===== config.mk =====
export PLATFORM = sky130hd
export DESIGN_NAME = ssp_sine
export DESIGN_NICKNAME = d
export VERILOG_FILES = /design/src/rtl/core/ssp_pkg.sv /design/src/rtl/core/ssp_sine.sv
export SDC_FILE = /design/constraint.sdc
export NUM_CORES = 2
export LEC_CHECK = 0
export ABC_AREA = 1
export BUFFER_PORTS_ARGS = -buffer_cell sky130_fd_sc_hd__buf_2
export CAP_MARGIN = 20
export CORE_MARGIN = 2
export CORE_UTILIZATION = 65
export DETAILED_ROUTE_END_ITERATION = 8
export HOLD_SLACK_MARGIN = 0.02
export PLACE_DENSITY = 0.82
export SLEW_MARGIN = 10
export SYNTH_ARGS = -nofsm -noshare
export SYNTH_HDL_FRONTEND = slang
export SYNTH_SLANG_ARGS = --single-unit
export TNS_END_PERCENT = 5

===== constraint.sdc =====
create_clock -name clk -period 8.35 [get_ports clk]
set_input_delay 0.835 -clock clk [delete_from_list [all_inputs] [get_ports clk]]
set_output_delay 0.835 -clock clk [all_outputs]
set_load 0.005 [all_outputs]

===== src/rtl/core/ssp_pkg.sv =====
// Shared types and constants of the sine sweep phase generator.
// No dependencies; compile first.
`timescale 1ns / 1ps

package ssp_pkg;

	// configuration register indexes
	localparam logic [2:0] REG_MODE      = 3'd0;
	localparam logic [2:0] REG_FREQ_STEP = 3'd1;
	localparam logic [2:0] REG_FREQ_MAX  = 3'd2;
	localparam logic [2:0] REG_SWEEP_F0  = 3'd3;
	localparam logic [2:0] REG_SWEEP_RT  = 3'd4;

	localparam logic [15:0] FREQ_STEP_RST = 16'd256;
	localparam logic [7:0]  FREQ_MAX_RST  = 8'd150;
	localparam logic [14:0] SWEEP_F0_RST  = 15'd256;
	localparam logic [14:0] SWEEP_RT_RST  = 15'd256;

	// phase in Q3.12 rad
	localparam logic signed [15:0] PI_Q12     = 16'sd12868;
	localparam logic signed [15:0] TWO_PI_Q12 = 16'sd25736;

	localparam logic [12:0] STEP_PERIOD = 13'd4000;
	localparam logic [15:0] SWEEP_CAP   = 16'd25600;

	// f*t*25736/256000 = f*t*3217/32000 = ((f*t*3217 + 16000) >> 8) / 125
	localparam logic [11:0] PH_MUL    = 12'd3217;
	localparam logic [44:0] PH_BIAS   = 45'd16000;
	// x/2000 = ((x + 1000) >> 4) / 125
	localparam logic [44:0] RR_BIAS   = 45'd1000;
	localparam logic [17:0] RECIP_125 = 18'd134218;
	localparam logic [6:0]  DIV_125   = 7'd125;

	localparam logic [4:0] REP10  = 5'd10;
	localparam logic [6:0] REP100 = 7'd100;

	// parabolic sine
	localparam logic signed [16:0] SIN_B   = 17'sd20861;
	localparam logic [12:0]        SIN_C   = 13'd6640;
	localparam logic signed [31:0] SIN_P   = 32'sd3686;
	localparam logic [16:0]        ONE_Q14 = 17'd16384;

	typedef struct packed {
		logic [15:0]        phase_ticks;
		logic [12:0]        step_ticks;
		logic [15:0]        stepped_freq;
		logic signed [15:0] stepped_ofs;
		logic [15:0]        sweep_fofs;
		logic signed [15:0] sweep_ofs;
	} entry_t;

	localparam entry_t ENTRY_RST = '{
		phase_ticks:  16'd0,
		step_ticks:   13'd0,
		stepped_freq: 16'd256,
		stepped_ofs:  16'sd0,
		sweep_fofs:   16'd0,
		sweep_ofs:    16'sd0
	};

	typedef struct packed {
		logic               done;
		logic signed [15:0] value;
	} sine_res_t;

endpackage


===== src/rtl/core/ssp_sine.sv =====
// Multi-cycle parabolic sine evaluator, Q3.12 phase in, Q1.14 sine out.
// Depends on ssp_pkg.
`timescale 1ns / 1ps

module ssp_sine (
	input  logic                clk,
	input  logic                arst_n,
	input  logic                start,
	input  logic signed [15:0]  x,
	output ssp_pkg::sine_res_t  res
);
	import ssp_pkg::*;

	typedef enum logic [8:0] {
		SN_IDLE = 9'b000000001,
		SN_M1   = 9'b000000010,
		SN_T1   = 9'b000000100,
		SN_M2   = 9'b000001000,
		SN_Y    = 9'b000010000,
		SN_M3   = 9'b000100000,
		SN_G    = 9'b001000000,
		SN_M4   = 9'b010000000,
		SN_OUT  = 9'b100000000
	} sn_state_t;

	sn_state_t          state_q;
	logic [16:0]        a_q;
	logic               xneg_q;
	logic [27:0]        sm_q;
	logic signed [16:0] t1_q;
	logic signed [34:0] p2_q;
	logic [17:0]        ymag_q;
	logic               yneg_q;
	logic signed [31:0] gm_q;
	logic [16:0]        g_q;
	logic [34:0]        yg_q;
	logic signed [15:0] value_q;

	logic signed [16:0] xe;
	logic [27:0]        sm_r;
	logic [34:0]        p2_mag;
	logic [34:0]        p2_r;
	logic signed [18:0] d;
	logic [31:0]        gm_mag;
	logic [31:0]        gm_r;
	logic [34:0]        yg_r;
	logic [14:0]        cl;

	always_comb begin
		xe     = {x[15], x};
		sm_r   = sm_q + 28'd2048;
		p2_mag = p2_q[34] ? 35'(-p2_q) : 35'(p2_q);
		p2_r   = p2_mag + 35'd2048;
		d      = $signed({1'b0, ymag_q}) - $signed({2'b00, ONE_Q14});
		gm_mag = gm_q[31] ? 32'(-gm_q) : 32'(gm_q);
		gm_r   = gm_mag + 32'd8192;
		yg_r   = yg_q + 35'd8192;
		cl     = (yg_r[34:14] > 21'(ONE_Q14)) ? ONE_Q14[14:0] : yg_r[28:14];
	end

	always_ff @(posedge clk or negedge arst_n) begin
		if (!arst_n) begin
			state_q <= SN_IDLE;
		end else begin
			case (state_q)
				SN_IDLE: if (start) state_q <= SN_M1;
				SN_M1:   state_q <= SN_T1;
				SN_T1:   state_q <= SN_M2;
				SN_M2:   state_q <= SN_Y;
				SN_Y:    state_q <= SN_M3;
				SN_M3:   state_q <= SN_G;
				SN_G:    state_q <= SN_M4;
				SN_M4:   state_q <= SN_OUT;
				SN_OUT:  state_q <= SN_IDLE;
				default: state_q <= SN_IDLE;
			endcase
		end
	end

	always_ff @(posedge clk) begin
		case (state_q)
			SN_IDLE: begin
				if (start) begin
					a_q    <= x[15] ? 17'(-xe) : 17'(xe);
					xneg_q <= x[15];
				end
			end
			SN_M1: sm_q <= 28'(a_q) * 28'(SIN_C);
			SN_T1: t1_q <= SIN_B - $signed({1'b0, sm_r[27:12]});
			SN_M2: p2_q <= $signed({1'b0, a_q}) * t1_q;
			SN_Y: begin
				ymag_q <= p2_r[29:12];
				yneg_q <= p2_q[34] ^ xneg_q;
			end
			SN_M3: gm_q <= 32'(d) * SIN_P;
			SN_G: begin
				if (gm_q[31])
					g_q <= ONE_Q14 - {1'b0, gm_r[29:14]};
				else
					g_q <= ONE_Q14 + {1'b0, gm_r[29:14]};
			end
			SN_M4: yg_q <= 35'(ymag_q) * 35'(g_q);
			SN_OUT: value_q <= yneg_q ? -$signed({1'b0, cl}) : $signed({1'b0, cl});
			default: ;
		endcase
	end

	assign res.done  = (state_q == SN_OUT);
	assign res.value = value_q;

endmodule


# After elaboration in Yosys (flattened, before gate mapping)
# Cells that the tools add are included.
# Widths: inputs -> output; s select.
# totals
regBits	221
word_cells	51
inputBits	19
out_inout_bits	17
# classes
eq_ne	10
n_addsub	12
order_cmp	1
reduce_logical	1
bitwise_logic	1
muxes	8
mul	4
# ops
op	count
$pmux 9 s8	1
$mul 18x17->35	2
$mux 30	2
$neg 30->30	2
$mux 15	3
$add 35x14->35 const B	1
$sub 15x16->17 const A	2
$mul 19x12->31 const B	1
$add 30x12->30 const B	1
$add 30x14->30 const B	1
$add 28x12->28 const B	1
$mul 17x9->24 const B	1
$gt 21x15->1 const B	1
$sub 18x15->19 const B	1
$add 15x16->17 const A	1
$mux 17	1
$neg 16->17	1
$neg 15->16	1
$eq 9x1->1 const B	1
$eq 9x2->1 const B	1
$eq 9x3->1 const B	1
$eq 9x4->1 const B	1
$eq 9x5->1 const B	1
$eq 9x6->1 const B	1
7 further kinds	7

# Longest topological paths before layout
# logic_depth
depth_word	5
depth_mapped	27
mapped_depth_nobuf	26

# Worst setup path before layout
# OpenSTA, ideal clock, no wires.
# synth_path
path_type	register to register
startpoint	reg a_q[5]
endpoint	reg p2_q[29] (data pin)
required_time_ns	8.085
arrival_ns	5.905
n_path_buf	2
path_stages_with_launch	25
path_slack_ns	2.180
path_cell_list	edfxtp_1 clkbuf_1 clkbuf_1 nand2_1 inv_1 fa_1 inv_1 fa_1 fa_1 fa_1 inv_1 fa_1 inv_1 fa_1 inv_1 ha_1 a21oi_1 inv_1 a21oi_1 o221ai_1 a21oi_1 o21ai_0 a21oi_1 o21ai_0 xor2_1
# synth_via
elab_chain_len	1
# synth_rtl
item	line	source
start, declared	ssp_sine.sv:27	logic [16:0] a_q;
start signal, assigned	ssp_sine.sv:84	a_q <= x[15] ? 17'(-xe) : 17'(xe);
$mul 18x17->35	ssp_sine.sv:90	SN_M2: p2_q <= $signed({1'b0, a_q}) * t1_q;
end signal, assigned	ssp_sine.sv:90	
end, declared	ssp_sine.sv:31	logic signed [34:0] p2_q;
# No other way between the ends.
# A chain may end at the register's enable or synchronous reset.

# Worst setup path after layout
# layout_path
startpoint	reg ymag_q[7]
endpoint	reg yg_q[28] (data pin)
# layout_via
elab_chain_len	1
# layout_rtl
item	line	source
start, declared	ssp_sine.sv:32	logic [17:0] ymag_q;
start signal, assigned	ssp_sine.sv:92	ymag_q <= p2_r[29:12];
$mul 18x17->35	ssp_sine.sv:102	SN_M4: yg_q <= 35'(ymag_q) * 35'(g_q);
end signal, assigned	ssp_sine.sv:102	
end, declared	ssp_sine.sv:36	logic [34:0] yg_q;
# No other way between the ends.

==> flow_metrics.py <==
metrics = {
    "synth": {
        "yosys-top-cells-count": "inv_1, nand2_1, fa_1",
        "synth_cell_type_count": 56,
        "synth_edf_count": 187,
        "synth_seq_cells": 196,
        "yosys.area.top_type": "fa_1",
        "yosysTopAreaCellShare_pct": 32.5,
        "ys_seq_area_share_pct": 15.5,
        "synthCells": 4563,
        "syn-cell-area_mm2": 0.0377,
        "async_reset_ff_share_pct": 4.59,
        "ys_top_cells_by_area": "fa_1, edfxtp_1, inv_1",
        "synth_area_per_cell_um2": 8.25,
        "syn-num-nets": 5569,
        "ys_warn_count": 0,
        "synthFlopType": "edfxtp_1",
        "yosysMostFrequentCell": "inv_1",
    },
    "finish": {
        "seqCellArea_mm2": 0.00584,
        "area_growth_pct": 3.70,
        "fill_cells": 4481,
        "nets": 5501,
        "diodes": 0,
        "drive_gt1_share_pct": 3.55,
        "multiInputGateArea_mm2": 0.0264,
        "final_cell_area_mm2": 0.0391,
    },
    "clock_tree": {
        "ctsLongestPathBuffers": 2,
        "cts_made_buffers": 17,
        "cts.reportedPaths.clkPinSlew_ps": 80,
        "cts_tree": "done",
        "postCtsHoldBufs": 0,
        "clock_sinks": 196,
        "cts.htree.levels": 4,
        "insertion_delay_ps": 530,
        "cts_setup_buffers": 0,
        "clk_root_buffer_cell": "clkbuf_16",
        "cts_resized": 0,
    },
    "floorplanning": {
        "io_pins": 36,
        "die_area_mm2": 0.0599,
        "rows": 88,
        "die_x_um": 245,
        "core_area_mm2": 0.0575,
        "start_util_pct": 65.5,
        "die_height_um": 245,
    },
    "sta": {
        "setup_tns_ps": 0,
        "fmax_ghz": 0.149,
        "finalSetupViolations": 0,
        "layout_setup_ws_ps": 1650,
        "maxSlewHeadroom_pct": 30.8,
        "fin_crit_sh_pct": 80.2,
        "finalHoldViolations": 0,
        "tightest_slew_ps": 1040,
        "rsz0062_at_grt": "no",
        "finalCriticalPeriod_ps": 6700,
        "finalMaxSlewViolations": 0,
        "clock_skew_ps": 19.0,
        "timing.hold.ws_ps": 152,
    },
    "critical_path": {
        "start_kind": "flop",
        "slowest_delay_ps": 1040,
        "arrival_ps": 6970,
        "crit_top_cell": "fa_1",
        "required_ps": 8620,
        "crit_path_top_delay_cell": "edfxtp_1",
        "path_cells": "nand2_1 > fa_1 > inv_1 > fa_1 > inv_1 > fa_1 > inv_1 > fa_1 > fa_1 > inv_1 > fa_1 > inv_1 > ha_1 > a21oi_1 > o21a_1 > o21ai_0 > a21oi_1 > o21ai_0 > a221oi_1 > xnor2_1",
        "end_kind": "flop",
        "cp_max_fo": 20,
        "criticalPathCategory": "flop to flop",
    },
    "grt": {
        "grt_max_degree": 46,
        "grt_pass1_vias": 30400,
        "grt_pass1_wl_um": 143000,
        "grt-ovfl-total": 0,
        "grt_use_total_pct": 30.3,
        "antenna_found_initial": 1,
    },
    "placed_design": {
        "port_buffers": 35,
        "dp_slack_ps": 1740,
        "dp.final_hpwl_um": 68600,
        "post_dp_cell_area_mm2": 0.0384,
        "finalWeightedCongestion": 0.913,
    },
    "run": {
        "max-cap-violations": 0,
    },
    "outcome": {
        "outcome": "finished clean",
    },
    "routing": {
        "via_count": 28300,
        "drc": 0,
        "postRouteAntennaNets": 0,
        "wirelength_um": 84600,
        "first_pass_iters": 5,
        "via_per_inst": 5.37,
        "wire_per_inst_um": 16.0,
        "dr.first_iter.drc_count": 1961,
    },
    "hold_path": {
        "hold_class": "input port to asynchronous set/reset pin",
    },
}
## final cells by class
cell class                      instances  share of cell area, %
Multi-Input combinational cell       2928                   67.7
Sequential cell                       196                   15.0
Tap cell                              765                   2.45
Clock inverter                         15                  0.455
Timing Repair Buffer                   59                  0.929
Clock buffer                           17                   1.09
Inverter                             1293                   12.4
## worst paths after layout
check,slack [ps],start,endpoint,depth (start not counted)
worst max-delay path,1650,ymag_q[7]$_DFFE_PP_,yg_q[28]$_DFFE_PP_,20
min in group clk,510,state_q[7]$_DFFE_PN0P_,state_q[7]$_DFFE_PN0P_,1
worst min-delay path,150,arst_n,state_q[3]$_DFFE_PN0P_,1
max in group asynchronous,7950,arst_n,state_q[0]$_DFFE_PN1P_,1
worst max register to register,1650,ymag_q[7]$_DFFE_PP_,yg_q[28]$_DFFE_PP_,20
worst min register to register,510,state_q[7]$_DFFE_PN0P_,state_q[7]$_DFFE_PN0P_,1
## sequential cells by signal (all words and copies together) (netlist names)
register and count:
value_q 16, gm_q 30, a_q 17, state_q 9
g_q 17, t1_q 17, ymag_q 18, p2_q 31
xneg_q 1, sm_q 17, yneg_q 1, yg_q 22
## metal layers
layer	global-route usage [%]	vias to the layer above	share of wire, %
li1	-	13300	-
met1	34.8	13600	37
met2	53.6	1080	50
met3	4.56	328	6.1
met4	17.9	2	6.1
met5	0	-	0.0095
## cells by family after synthesis
group | synth area share (%)
buffers and inverters | 14.4
DFF | 15.5
xor gates and xnor gates | 5.06
and+or+nand+nor | 16.1
adders and majority gates | 45.0
AOI/OAI and AO/OA | 4.01
other | 0.00996
## layout by cell type (no fill, tap or decap), types with 4 or more instances in the layout
cell,count
xnor2_1,89
nand4_1,28
buf_2,35
ha_1,376
nor2_1,203
inv_6,5
o221ai_1,4
dfrtp_1,8
nand3_1,107
nor4_1,9
nand2_1,997
nor2_2,13
a31oi_1,6
inv_8,4
clkbuf_16,17
a21o_1,5
o21a_1,11
o31ai_1,6
nand3b_1,16
o21ai_0,69
nand2_2,14
a21oi_1,119
nor2_4,4
or2_2,10
fa_1,611
inv_1,1289
nor3_1,36
edfxtp_1,187
nor3_2,12
o21ai_1,9
clkinv_8,4
buf_4,23
xor2_1,123
a221oi_1,4
o211ai_1,5
o21bai_1,10
## critical path: cells and delay by family, from the launching register on
family / cells / cell delay (ps)
AND/OR/NAND/NOR: 1 / 160
flip-flops: 1 / 1040
XOR/XNOR: 1 / 140
AO/OA/AOI/OAI: 6 / 1390
adder cells (fa/ha/maj): 7 / 3440
buffers and inverters: 5 / 250
## stage by stage
stage               std cells  utilization [%]
CTS                      5272             67.9
finish                   5273             67.9
global route             5273             67.9
global placement         5240             66.9
floorplan                4563                -
detailed placement       5240             66.9
Power is not shown: default switching activity piles up to over one toggle a cycle in this logic, so the estimate is an artifact.
